`config.mk`:
```
export PLATFORM = sky130hd
export DESIGN_NAME = touch_event_calibrator_core
export DESIGN_NICKNAME = d
export VERILOG_FILES = /design/src/rtl/tec_pkg.sv /design/src/rtl/tec_front.sv /design/src/rtl/tec_queue.sv /design/src/rtl/tec_back.sv /design/src/rtl/touch_event_calibrator_core.sv
export SDC_FILE = /design/constraint.sdc
export NUM_CORES = 1
export LEC_CHECK = 0
export ABC_AREA = 1
export BUFFER_PORTS_ARGS = -buffer_cell sky130_fd_sc_hd__buf_4
export CORE_MARGIN = 5
export CORE_UTILIZATION = 30
export CTS_CLUSTER_DIAMETER = 120
export CTS_CLUSTER_SIZE = 40
export DETAILED_ROUTE_END_ITERATION = 10
export PLACE_DENSITY_LB_ADDON = 0.25
export SLEW_MARGIN = 30
export SYNTH_ARGS = -nofsm -noshare
export SYNTH_HDL_FRONTEND = slang
export SYNTH_SLANG_ARGS = --single-unit
```
`constraint.sdc`:
```
create_clock -name clk -period 17.5 [get_ports clk]
set_clock_uncertainty 0.2 [all_clocks]
set_input_delay 1.75 -clock clk [delete_from_list [all_inputs] [get_ports clk]]
set_output_delay 1.75 -clock clk [all_outputs]
set_load 0.03 [all_outputs]
```
`src/rtl/tec_pkg.sv`:
```
// shared types, constants and codes of the touch event calibrator
// no dependencies; used by every module of the block
package tec_pkg;

  localparam int RAW_BITS  = 16;
  localparam int POS_BITS  = 12;
  localparam int TYPE_BITS = 16;
  localparam int CODE_BITS = 16;
  localparam int PRES_BITS = 16;

  localparam logic [TYPE_BITS-1:0] TYPE_KEY      = TYPE_BITS'(1);
  localparam logic [TYPE_BITS-1:0] TYPE_ABS      = TYPE_BITS'(3);
  localparam logic [CODE_BITS-1:0] CODE_X        = CODE_BITS'(16'h0000);
  localparam logic [CODE_BITS-1:0] CODE_Y        = CODE_BITS'(16'h0001);
  localparam logic [CODE_BITS-1:0] CODE_PRESSURE = CODE_BITS'(16'h0018);
  localparam logic [CODE_BITS-1:0] CODE_TOUCH    = CODE_BITS'(16'h014a);

  localparam logic [PRES_BITS-1:0] PRES_KEY_DOWN = PRES_BITS'(255);
  localparam logic [PRES_BITS-1:0] PRES_KEY_UP   = '0;

  // calibration arithmetic widths
  localparam int OFFS_W = RAW_BITS + 1;      // raw - low, signed
  localparam int FAC_W  = POS_BITS + 1;      // res - trim, signed
  localparam int PROD_W = OFFS_W + FAC_W;    // signed product
  localparam int MAG_W  = PROD_W - 1;        // product magnitude
  localparam int V_W    = PROD_W + 1;        // quotient plus margin, signed
  localparam int CNT_BITS = $clog2(MAG_W);

  localparam logic signed [FAC_W-1:0] FACTOR_TRIM = FAC_W'(30);
  localparam logic [V_W-1:0]          POS_MARGIN  = V_W'(15);

  // configuration port
  localparam int CFG_IDX_BITS  = 3;
  localparam int CFG_DATA_BITS = (RAW_BITS > POS_BITS) ? RAW_BITS : POS_BITS;

  localparam logic [CFG_IDX_BITS-1:0] REG_X_LOW  = CFG_IDX_BITS'(0);
  localparam logic [CFG_IDX_BITS-1:0] REG_X_HIGH = CFG_IDX_BITS'(1);
  localparam logic [CFG_IDX_BITS-1:0] REG_Y_LOW  = CFG_IDX_BITS'(2);
  localparam logic [CFG_IDX_BITS-1:0] REG_Y_HIGH = CFG_IDX_BITS'(3);
  localparam logic [CFG_IDX_BITS-1:0] REG_WIDTH  = CFG_IDX_BITS'(4);
  localparam logic [CFG_IDX_BITS-1:0] REG_HEIGHT = CFG_IDX_BITS'(5);
  localparam logic [CFG_IDX_BITS-1:0] REG_SWAP   = CFG_IDX_BITS'(6);

  // command queue between classifier and back end, power of two depth
  localparam int QUEUE_DEPTH = 2;
  localparam int QPTR_BITS   = $clog2(QUEUE_DEPTH);
  localparam int QCNT_BITS   = $clog2(QUEUE_DEPTH + 1);

  typedef struct packed {
    logic [TYPE_BITS-1:0] event_type;
    logic [CODE_BITS-1:0] event_code;
    logic [RAW_BITS-1:0]  event_value;
  } evt_word_t;

  typedef struct packed {
    logic [POS_BITS-1:0]  pos_x;
    logic [POS_BITS-1:0]  pos_y;
    logic [PRES_BITS-1:0] pressure;
  } smp_word_t;

  typedef enum logic [1:0] {
    OP_X      = 2'd0,
    OP_Y      = 2'd1,
    OP_SAMPLE = 2'd2
  } op_t;

  typedef struct packed {
    op_t                  op;
    logic [RAW_BITS-1:0]  value;
    logic [PRES_BITS-1:0] pres;
  } cmd_t;

  typedef struct packed {
    logic push;
    logic pop;
  } q_ctl_t;

  typedef struct packed {
    logic full;
    logic avail;
  } q_stat_t;

  typedef struct packed {
    logic [RAW_BITS-1:0] x_low;
    logic [RAW_BITS-1:0] x_high;
    logic [RAW_BITS-1:0] y_low;
    logic [RAW_BITS-1:0] y_high;
    logic [POS_BITS-1:0] width;
    logic [POS_BITS-1:0] height;
    logic                swap;
  } cfg_t;

endpackage

```
`src/rtl/tec_front.sv`:
```
// front end: takes event words, sorts them into axis and sample commands
// depends on tec_pkg; feeds tec_queue
module tec_front (
  input  tec_pkg::evt_word_t evt,
  input  logic               evt_valid,
  output logic               evt_stall,
  input  tec_pkg::q_stat_t   qstat,
  output logic               push,
  output tec_pkg::cmd_t      cmd
);
  import tec_pkg::*;

  logic is_x;
  logic is_y;
  logic is_pres;
  logic is_key;

  assign is_x    = (evt.event_type == TYPE_ABS) && (evt.event_code == CODE_X);
  assign is_y    = (evt.event_type == TYPE_ABS) && (evt.event_code == CODE_Y);
  assign is_pres = (evt.event_type == TYPE_ABS) && (evt.event_code == CODE_PRESSURE);
  assign is_key  = (evt.event_type == TYPE_KEY) && (evt.event_code == CODE_TOUCH);

  assign evt_stall = qstat.full;

  // unknown words are taken and dropped here
  assign push = evt_valid && !qstat.full && (is_x || is_y || is_pres || is_key);

  always_comb begin
    cmd.value = evt.event_value;
    if (is_x) begin
      cmd.op = OP_X;
    end else if (is_y) begin
      cmd.op = OP_Y;
    end else begin
      cmd.op = OP_SAMPLE;
    end
    if (is_key) begin
      cmd.pres = (evt.event_value != '0) ? PRES_KEY_DOWN : PRES_KEY_UP;
    end else begin
      cmd.pres = PRES_BITS'(evt.event_value);
    end
  end

endmodule

```
`src/rtl/tec_queue.sv`:
```
// short command queue between front end and back end
// depends on tec_pkg
module tec_queue (
  input  logic             clk,
  input  logic             rst,
  input  tec_pkg::q_ctl_t  qctl,
  input  tec_pkg::cmd_t    wr_cmd,
  output tec_pkg::q_stat_t qstat,
  output tec_pkg::cmd_t    rd_cmd
);
  import tec_pkg::*;

  cmd_t                 mem [QUEUE_DEPTH];
  logic [QPTR_BITS-1:0] wr_ptr;
  logic [QPTR_BITS-1:0] rd_ptr;
  logic [QCNT_BITS-1:0] count;
  logic                 do_push;
  logic                 do_pop;

  assign qstat.full  = (count == QCNT_BITS'(QUEUE_DEPTH));
  assign qstat.avail = (count != '0);
  assign do_push     = qctl.push && !qstat.full;
  assign do_pop      = qctl.pop && qstat.avail;
  assign rd_cmd      = mem[rd_ptr];

  always_ff @(posedge clk) begin
    if (do_push) begin
      mem[wr_ptr] <= wr_cmd;
    end
  end

  always_ff @(posedge clk) begin
    if (rst) begin
      wr_ptr <= '0;
      rd_ptr <= '0;
      count  <= '0;
    end else begin
      if (do_push) begin
        wr_ptr <= wr_ptr + 1'b1;
      end
      if (do_pop) begin
        rd_ptr <= rd_ptr + 1'b1;
      end
      case ({do_push, do_pop})
        2'b10:   count <= count + 1'b1;
        2'b01:   count <= count - 1'b1;
        default: count <= count;
      endcase
    end
  end

endmodule

```
`src/rtl/tec_back.sv`:
```
// back end: scales axis readings with a serial divider, holds the last
// position and emits samples through an output register; depends on tec_pkg
module tec_back (
  input  logic                clk,
  input  logic                rst,
  input  tec_pkg::cfg_t       cfg,
  input  tec_pkg::cmd_t       cmd,
  input  tec_pkg::q_stat_t    qstat,
  output logic                pop,
  output logic                smp_valid,
  input  logic                smp_stall,
  output tec_pkg::smp_word_t  smp
);
  import tec_pkg::*;

  typedef enum logic [5:0] {
    ST_IDLE = 6'b000001,
    ST_MUL  = 6'b000010,
    ST_ABS  = 6'b000100,
    ST_DIV  = 6'b001000,
    ST_ADJ  = 6'b010000,
    ST_FIN  = 6'b100000
  } state_t;

  state_t                     state;
  state_t                     state_next;
  logic                       axis_y;
  logic signed [OFFS_W-1:0]   offs;
  logic signed [OFFS_W-1:0]   span;
  logic signed [FAC_W-1:0]    factor;
  logic [POS_BITS-1:0]        res;
  logic signed [PROD_W-1:0]   prod;
  logic                       neg;
  logic [RAW_BITS-1:0]        dvs;
  logic [RAW_BITS:0]          rem;
  logic [MAG_W-1:0]           quo;
  logic [CNT_BITS-1:0]        cnt;
  logic signed [V_W-1:0]      v;
  logic [POS_BITS-1:0]        last_x;
  logic [POS_BITS-1:0]        last_y;
  logic                       x_seen;
  logic                       y_seen;

  logic                       out_free;
  logic                       load_smp;
  logic [RAW_BITS-1:0]        sel_low;
  logic [RAW_BITS-1:0]        sel_high;
  logic [POS_BITS-1:0]        sel_res;
  logic [PROD_W-1:0]          prod_mag;
  logic [OFFS_W-1:0]          span_mag;
  logic [RAW_BITS:0]          rem_sh;
  logic [RAW_BITS+1:0]        diff;
  logic signed [V_W-1:0]      res_ext;
  logic [POS_BITS-1:0]        v_clamp;

  assign out_free = !smp_valid || !smp_stall;
  assign sel_low  = (cmd.op == OP_Y) ? cfg.y_low  : cfg.x_low;
  assign sel_high = (cmd.op == OP_Y) ? cfg.y_high : cfg.x_high;
  assign sel_res  = (cmd.op == OP_Y) ? cfg.height : cfg.width;
  assign prod_mag = prod[PROD_W-1] ? PROD_W'(-prod) : PROD_W'(prod);
  assign span_mag = span[OFFS_W-1] ? OFFS_W'(-span) : OFFS_W'(span);
  assign rem_sh   = {rem[RAW_BITS-1:0], quo[MAG_W-1]};
  assign diff     = {1'b0, rem_sh} - {2'b00, dvs};
  assign res_ext  = signed'({{(V_W-POS_BITS){1'b0}}, res});

  always_comb begin
    if (v[V_W-1]) begin
      v_clamp = '0;
    end else if (v > res_ext) begin
      v_clamp = res;
    end else begin
      v_clamp = v[POS_BITS-1:0];
    end
  end

  always_comb begin
    pop        = 1'b0;
    load_smp   = 1'b0;
    state_next = state;
    case (state)
      ST_IDLE: begin
        if (qstat.avail) begin
          case (cmd.op)
            OP_X, OP_Y: begin
              pop        = 1'b1;
              state_next = ST_MUL;
            end
            OP_SAMPLE: begin
              // a sample waits until the output register can take it
              pop      = out_free;
              load_smp = out_free && x_seen && y_seen;
            end
            default: pop = 1'b1;
          endcase
        end
      end
      ST_MUL:  state_next = ST_ABS;
      ST_ABS:  state_next = (span == '0) ? ST_ADJ : ST_DIV;
      ST_DIV:  state_next = (cnt == CNT_BITS'(MAG_W - 1)) ? ST_ADJ : ST_DIV;
      ST_ADJ:  state_next = ST_FIN;
      ST_FIN:  state_next = ST_IDLE;
      default: state_next = ST_IDLE;
    endcase
  end

  always_ff @(posedge clk) begin
    if (rst) begin
      state     <= ST_IDLE;
      x_seen    <= 1'b0;
      y_seen    <= 1'b0;
      last_x    <= '0;
      last_y    <= '0;
      smp_valid <= 1'b0;
    end else begin
      state <= state_next;
      if (load_smp) begin
        smp_valid <= 1'b1;
      end else if (!smp_stall) begin
        smp_valid <= 1'b0;
      end
      if (state == ST_FIN) begin
        if (axis_y) begin
          last_y <= res - v_clamp;
          y_seen <= 1'b1;
        end else begin
          last_x <= res - v_clamp;
          x_seen <= 1'b1;
        end
      end
    end
  end

  // datapath registers
  always_ff @(posedge clk) begin
    if (load_smp) begin
      smp.pos_x    <= cfg.swap ? last_y : last_x;
      smp.pos_y    <= cfg.swap ? last_x : last_y;
      smp.pressure <= cmd.pres;
    end
    case (state)
      ST_IDLE: begin
        axis_y <= (cmd.op == OP_Y);
        offs   <= signed'({1'b0, cmd.value}) - signed'({1'b0, sel_low});
        span   <= signed'({1'b0, sel_high}) - signed'({1'b0, sel_low});
        factor <= signed'({1'b0, sel_res}) - FACTOR_TRIM;
        res    <= sel_res;
      end
      ST_MUL: begin
        prod <= offs * factor;
      end
      ST_ABS: begin
        neg <= prod[PROD_W-1] ^ span[OFFS_W-1];
        quo <= (span == '0) ? '0 : prod_mag[MAG_W-1:0];
        dvs <= span_mag[RAW_BITS-1:0];
        rem <= '0;
        cnt <= '0;
      end
      ST_DIV: begin
        // restoring division, one quotient bit per cycle
        if (!diff[RAW_BITS+1]) begin
          rem <= diff[RAW_BITS:0];
          quo <= {quo[MAG_W-2:0], 1'b1};
        end else begin
          rem <= rem_sh;
          quo <= {quo[MAG_W-2:0], 1'b0};
        end
        cnt <= cnt + 1'b1;
      end
      ST_ADJ: begin
        v <= neg ? signed'(POS_MARGIN - {2'b00, quo}) : signed'(POS_MARGIN + {2'b00, quo});
      end
      default: begin
      end
    endcase
  end

endmodule

```
`src/rtl/touch_event_calibrator_core.sv`:
```
// Touch event calibrator. Raw input event words (type, code, value) enter on the evt
// channel; absolute X and Y readings are mapped linearly between their calibration
// points onto the screen, clamped and mirrored, and kept as the last position. A
// pressure or touch key word emits one sample word (pos_x, pos_y, pressure) on the smp
// channel once both axes have been seen since reset; other words are dropped. An X or Y
// word keeps the back end busy for one multiply, 29 steps of the serial divider and the
// steps that take magnitudes, apply the sign and clamp; the divider steps are skipped
// when the calibration span is zero. A sample word is handled in the idle state. A
// two-entry queue lets the input side take words while the divider runs or a sample
// waits on a stalled output. Registers are written over the cfg port, which is always
// ready, and should only be changed while the block is idle.
// depends on tec_pkg, tec_front, tec_queue, tec_back
module touch_event_calibrator_core (
  input  logic                                clk,
  input  logic                                rst,
  input  logic                                evt_valid,
  output logic                                evt_stall,
  input  tec_pkg::evt_word_t                  evt,
  output logic                                smp_valid,
  input  logic                                smp_stall,
  output tec_pkg::smp_word_t                  smp,
  input  logic                                cfg_valid,
  output logic                                cfg_ready,
  input  logic [tec_pkg::CFG_IDX_BITS-1:0]    cfg_index,
  input  logic [tec_pkg::CFG_DATA_BITS-1:0]   cfg_data
);
  import tec_pkg::*;

  cfg_t    cfg;
  cmd_t    front_cmd;
  cmd_t    head_cmd;
  q_ctl_t  qctl;
  q_stat_t qstat;
  logic    push;
  logic    pop;

  assign cfg_ready = 1'b1;
  assign qctl.push = push;
  assign qctl.pop  = pop;

  always_ff @(posedge clk) begin
    if (rst) begin
      cfg.x_low  <= RAW_BITS'(0);
      cfg.x_high <= RAW_BITS'(4095);
      cfg.y_low  <= RAW_BITS'(0);
      cfg.y_high <= RAW_BITS'(4095);
      cfg.width  <= POS_BITS'(320);
      cfg.height <= POS_BITS'(240);
      cfg.swap   <= 1'b0;
    end else if (cfg_valid && cfg_ready) begin
      case (cfg_index)
        REG_X_LOW:  cfg.x_low  <= cfg_data[RAW_BITS-1:0];
        REG_X_HIGH: cfg.x_high <= cfg_data[RAW_BITS-1:0];
        REG_Y_LOW:  cfg.y_low  <= cfg_data[RAW_BITS-1:0];
        REG_Y_HIGH: cfg.y_high <= cfg_data[RAW_BITS-1:0];
        REG_WIDTH:  cfg.width  <= cfg_data[POS_BITS-1:0];
        REG_HEIGHT: cfg.height <= cfg_data[POS_BITS-1:0];
        REG_SWAP:   cfg.swap   <= cfg_data[0];
        default: begin
        end
      endcase
    end
  end

  tec_front u_front (
    .evt       (evt),
    .evt_valid (evt_valid),
    .evt_stall (evt_stall),
    .qstat     (qstat),
    .push      (push),
    .cmd       (front_cmd)
  );

  tec_queue u_queue (
    .clk    (clk),
    .rst    (rst),
    .qctl   (qctl),
    .wr_cmd (front_cmd),
    .qstat  (qstat),
    .rd_cmd (head_cmd)
  );

  tec_back u_back (
    .clk       (clk),
    .rst       (rst),
    .cfg       (cfg),
    .cmd       (head_cmd),
    .qstat     (qstat),
    .pop       (pop),
    .smp_valid (smp_valid),
    .smp_stall (smp_stall),
    .smp       (smp)
  );

endmodule

```
Yosys cells after proc, flatten, opt, wreduce, memory -nomap -nowiden
Memories as Yosys holds them, arrays and structs flattened. A register that Yosys moved wholly into a read port is not among the register bits.
Index checks and enable logic that the tools add are counted.
{ "op_classes": {"eq_ne": 26, "add_sub_neg": 14, "order_cmp": 1, "n_reduce_logical": 36, "n_bitwise": 2, "mul": 1, "n_mux": 38} }
{ "ops": {"columns": ["operator", "n"], "rows": [
  ["16-bit two-way mux", 5],
  ["12-bit two-way mux", 5],
  ["29-bit two-way mux", 2],
  ["29-bit case mux with 2 select lines", 1],
  ["16-bit by 16-bit subtractor with 17-bit output", 2],
  ["16-bit by 1-bit equality test with 1-bit output (second input constant)", 2],
  ["16-bit case mux with 2 select lines", 1],
  ["31-bit by 13-bit greater-than comparator with 1-bit output", 1],
  ["31-bit two-way mux", 1],
  ["4-bit by 29-bit adder with 30-bit output (first input constant)", 1],
  ["17-bit by 13-bit multiplier with 30-bit output", 1],
  ["6-bit case mux with 5 select lines", 1],
  ["4-bit by 29-bit subtractor with 30-bit output (first input constant)", 1],
  ["29-bit negator", 1],
  ["2-bit AND reduction", 10],
  ["17-bit by 16-bit subtractor with 18-bit output", 1],
  ["17-bit zero test", 1],
  ["16-bit by 2-bit equality test with 1-bit output (second input constant)", 1],
  ["16-bit by 5-bit equality test with 1-bit output (second input constant)", 1],
  ["16-bit by 9-bit equality test with 1-bit output (second input constant)", 1],
  ["16-bit zero test", 1],
  ["16-bit negator", 1],
  ["16-bit nonzero test", 1],
  ["1-bit two-way mux", 13],
  ["35 further kinds", 62]
]} }
{ "word_totals": {"inputBits": 72, "wordCells": 150, "mem_bits_rw": 68, "regBits": 354, "memories": 1} }
{ "mem_list": {"columns": ["memory", "depth", "width", "read_ports", "rd_ports_with_merged_regs", "wr", "line_no", "source"], "rows": [
  ["u_queue.mem", 2, 34, 1, 1, 1, "tec_queue.sv:13", "cmd_t mem [QUEUE_DEPTH];"]
]} }

Depth between registers and ports, before layout
{ "logic_depth": {"depth_word": 9, "ltp_mapped": 26, "mapped_depth_nobuf": 24} }

Cells and area by module
A second synthesis with hierarchy kept.
{ "hier_totals": {"hier_cells": 3715, "area_unflattened_um2": 31227.4} }
{ "by_module_without_submodules": {"columns": ["module", "cells_each", "area_each_um2", "n_inst", "seq_area_each_um2"], "rows": [
  ["tec_back", 2922, 24133.1, 1, 7477.2],
  ["touch_event_calibrator_core", 487, 3467.1, 1, 1781.7],
  ["tec_queue", 146, 2855.2, 1, 2142.1],
  ["tec_front", 160, 772.0, 1, 0.0]
]} }

Worst setup path before layout
Ideal clock, no wire load.
{ "synth_path": {"path_kind": "register to register", "startpoint": "register u_back.factor[3]", "endpoint": "register u_back.prod[29], data pin", "period_less_slack_ns": 5.898, "path_stages_with_launch": 27, "required_time_ns": 17.042, "path_buffers": 2, "arrival_ns": 5.440, "path_slack_ns": 11.602, "cell_sequence": "edfxtp_1 clkbuf_1 clkbuf_1 nand2_1 fa_1 inv_1 fa_1 inv_1 fa_1 inv_1 fa_1 inv_1 fa_1 inv_1 ha_1 ha_1 nand2_1 inv_1 nand2_1 nor3_1 nand3_1 nand3_1 nand2_1 inv_1 nor2_1 nand2_1 nand2_1"} }
{ "synth_between": {"elab_chain_len": 1} }
{ "synth_lines": {"columns": ["item", "line_no", "source"], "rows": [
  ["from (decl)", "tec_back.sv:30", "logic signed [FAC_W-1:0] factor;"],
  ["from (signal assigned)", "tec_back.sv:145", "factor <= signed'({1'b0, sel_res}) - FACTOR_TRIM;"],
  ["17-bit by 13-bit multiplier with 30-bit output", "tec_back.sv:149", "prod <= offs * factor;"],
  ["to (signal assigned)", "tec_back.sv:149", null],
  ["to (decl)", "tec_back.sv:32", "logic signed [PROD_W-1:0] prod;"]
]} }
No other way between the ends.
A chain may end at the register's enable or synchronous reset.

Worst setup path in the final report
{ "layout_path": {"startpoint": "register u_back.factor[1]", "endpoint": "register u_back.prod[24], data pin"} }
Same word-level chain as after synthesis.

==> results.py <==
metrics = {
    "synthesis": {
        "postSynthAreaPerCell_um2": 8.649,
        "syn-cell-area_mm2": 0.03025,
        "synthFlopType": "edfxtp_1",
        "syn_inst": 3497,
        "ys_seq_area_share_pct": 37.69,
        "synth_edf_count": 295,
        "yosysUniqueCellTypes": 57,
        "async_reset_ff_share_pct": 0,
        "synth_nets": 3934,
        "ys_ff_latch": 422,
        "synth_warnings": 0,
    },
    "route": {
        "ant_nets": 0,
        "routed_wl_um": 77730,
        "routed_via_density": 4.625,
        "vias": 22404,
        "dr.pass1.iters": 5,
        "drt_iter0_drc": 1648,
        "wire_per_inst_um": 16.05,
        "route.detailed.drc": 0,
    },
    "setup_path": {
        "slowest_delay_ps": 760,
        "crit_path_end_kind": "flop",
        "crit_path_start_kind": "flop",
        "critPathKind": "reg2reg",
        "cp_data_required_time_ps": 17710,
        "crit_family": "adder cells",
        "path_buf_inv": 6,
        "cp.arrival_ps": 6650,
        "crit_fanout": 17,
        "rr_startpoint": "u_back.factor[1]$_DFFE_PN_",
        "crit_chain": "nand2_1, fa_1, inv_1, fa_1, inv_1, fa_1, inv_1, fa_1, inv_1, fa_1, inv_1, ha_1, ha_1, nand2_1, inv_1, nand2_1, nor2_1, nand4_1, nand3_1, xor2_1",
        "crit_start": "u_back.factor[1]$_DFFE_PN_",
        "path_common_cell": "inv_1",
        "slowest_stage": "edfxtp_1",
    },
    "clock_network": {
        "cts-resized-gates": 0,
        "cts_max_level": 1,
        "post-cts-setup-buffers": 0,
        "holdBufCountCts": 0,
        "cts_tree": "yes",
        "clk_latency_ps": 570,
        "numCtsBuffers": 16,
        "clkSlewWorstSetupHoldPaths_ps": 150,
        "cts.sinks": 422,
        "clockBufferDepth": 3,
        "root_buffer": "clkbuf_16",
    },
    "global_route": {
        "grt_util_all_layers_pct": 14.39,
        "grt_max_degree": 60,
        "grt_pass1_wl_um": 125000,
        "antenna_found_initial": 0,
        "grt_pass1_vias": 22331,
        "grt_overflow": 0,
    },
    "floorplan": {
        "start_util_pct": 30.20,
        "fp.dieW_um": 327.5,
        "die-area_mm2": 0.1073,
        "core-area_mm2": 0.1001,
        "dieHeight_um": 327.5,
        "pin_count": 115,
        "rows": 116,
    },
    "timing": {
        "fin_worst_hold_slack_ps": 255.9,
        "final_max_slew_viol_count": 0,
        "rsz0062_at_grt": "false",
        "finalHoldViolCount": 0,
        "slew_headroom_pct": 33.56,
        "tightest_slew_ps": 991.2,
        "fin_setup_tns_ps": 0,
        "setup_viol": 0,
        "max_freq_mhz": 155.1,
        "post-route-period-util_pct": 36.84,
        "period_needed_ps": 6447,
    },
    "outcome": {
        "status": "finished clean",
    },
    "final_layout": {
        "multiInputGateArea_mm2": 0.01609,
        "nets": 3973,
        "design_area_mm2": 0.03301,
        "antenna_cells": 0,
        "drive_gt1_share_pct": 7.276,
        "syn_to_final_growth_pct": 9.126,
        "seq_area_mm2": 0.01140,
        "final.fill_count": 10516,
    },
    "placed_design": {
        "postPlaceCellArea_mm2": 0.03244,
        "place.gp.congestion": 0.8507,
        "port_buffers": 113,
        "place_hpwl_um": 60500,
    },
    "job": {
        "maxCapViolations": 0,
    },
    "worst_hold_path": {
        "min_path_type": "reg2reg",
        "worstHoldStart": "cfg[37]$_SDFFE_PP0P_",
    },
}
final cells by class:
type | count | area share [%]
multi-input cells | 2352 | 48.75
flip-flops and latches | 422 | 34.55
clock inverters | 6 | 0.3563
inverters | 610 | 6.937
well taps | 1298 | 4.920
repair buffers | 134 | 3.146
clock buffers | 22 | 1.346
synth_stat cells, types with 10 or more instances:
cell type	instances	share of area [%]
a21oi_1	144	2.4
nand4_1	37	0.77
or2_2	16	0.33
edfxtp_1	295	29
clkbuf_1	89	1.1
nand2_2	10	0.21
mux2i_1	16	0.53
o211ai_1	10	0.25
mux2_2	31	1.2
nand3_1	148	2.4
o21ai_0	186	3.1
o22ai_1	16	0.33
o21bai_1	11	0.27
dfxtp_1	127	8.4
xor2_1	121	3.5
nor4_1	18	0.37
ha_1	155	6.4
fa_1	210	14
inv_1	600	7.4
xnor2_1	34	0.98
nand2_1	708	8.8
nor2_1	350	4.3
nor3_1	42	0.69
cells by family (layout without fill, tap and decap cells):
family	Yosys count	in the layout	synth area share [%]
simple gates	1364	1364	19.01
buf+inv	723	772	9.196
flops	422	422	37.69
compound gates	420	420	7.607
fa+ha+maj	365	365	20.31
xor+xnor	155	155	4.488
mux	47	47	1.684
other cells	1	1	0.01240
state kept, by name (all words and copies together), names as in the netlist, 2 cells and up, named ones only:
register,flops
cfg,89
u_queue.mem,68
u_back.smp,40
u_back.v,31
u_back.prod,30
u_back.quo,29
u_back.offs,17
u_back.span,17
u_back.dvs,16
u_back.rem,16
u_back.factor,12
u_back.last_x,12
u_back.last_y,12
u_back.res,12
u_back.state,6
u_back.cnt,5
u_queue.count,2
per-stage QoR:
stage | instances | util, % | worst slack, ps
floorplan | 3497 | - | 11600
global placement | 4814 | 32.35 | 11120
detailed placement | 4816 | 32.40 | 11060
CTS | 4844 | 32.96 | 10980
global route | 4844 | 32.96 | 10600
finish | 4844 | 32.96 | 11050
placed cells by master, fill, tap and decap left out, drive strengths merged, types with 2 or more instances in the layout:
cell / netlist / layout
a211oi: 4 / 4
a21boi: 5 / 5
a21o: 6 / 6
a21oi: 145 / 145
a31oi: 7 / 7
buf: 24 / 134
clkbuf: 89 / 22
clkinv: 4 / 7
dfxtp: 127 / 127
edfxtp: 295 / 295
fa: 210 / 210
ha: 155 / 155
inv: 606 / 609
mux2: 31 / 31
mux2i: 16 / 16
nand2: 724 / 724
nand3: 151 / 151
nand3b: 8 / 8
nand4: 37 / 37
nor2: 358 / 358
nor3: 43 / 43
nor3b: 4 / 4
nor4: 20 / 20
o2111ai: 2 / 2
o211ai: 10 / 10
o21a: 2 / 2
o21ai: 204 / 204
o21bai: 11 / 11
o22ai: 16 / 16
o31ai: 5 / 5
or2: 17 / 17
xnor2: 34 / 34
xor2: 121 / 121
worst reg2reg max path, cell delays in order (launching register included):
cell and delay [ps]:
edfxtp_1 760, nand2_1 200, fa_1 670, inv_1 80, fa_1 630, inv_1 240
fa_1 580, inv_1 50, fa_1 470, inv_1 50, fa_1 520, inv_1 40
ha_1 280, ha_1 390, nand2_1 140, inv_1 100, nand2_1 80, nor2_1 240
nand4_1 240, nand3_1 170, xor2_1 180
per-layer routing:
layer / share of wire (%) / vias to the layer above / global-route usage, % / wire length [um]
li1: - / 11211 / - / -
met1: 48 / 10721 / 20.79 / 37660
met2: 46 / 414 / 23.81 / 35550
met3: 4.4 / 58 / 1.688 / 3384
met4: 1.5 / 0 / 2.087 / 1137
met5: 0 / - / 0 / 0
final timing paths:
check / to / slack [ps] / cells past startpoint
hold reg to reg: cfg[37]$_SDFFE_PP0P_ / 260 / 2
setup / recovery: u_back.prod[24]$_DFFE_PP_ / 11050 / 20
hold / removal: cfg[37]$_SDFFE_PP0P_ / 260 / 2
setup reg to reg: u_back.prod[24]$_DFFE_PP_ / 11050 / 20
Power is not shown: default switching activity piles up to over one toggle a cycle in this logic, so the estimate is an artifact.
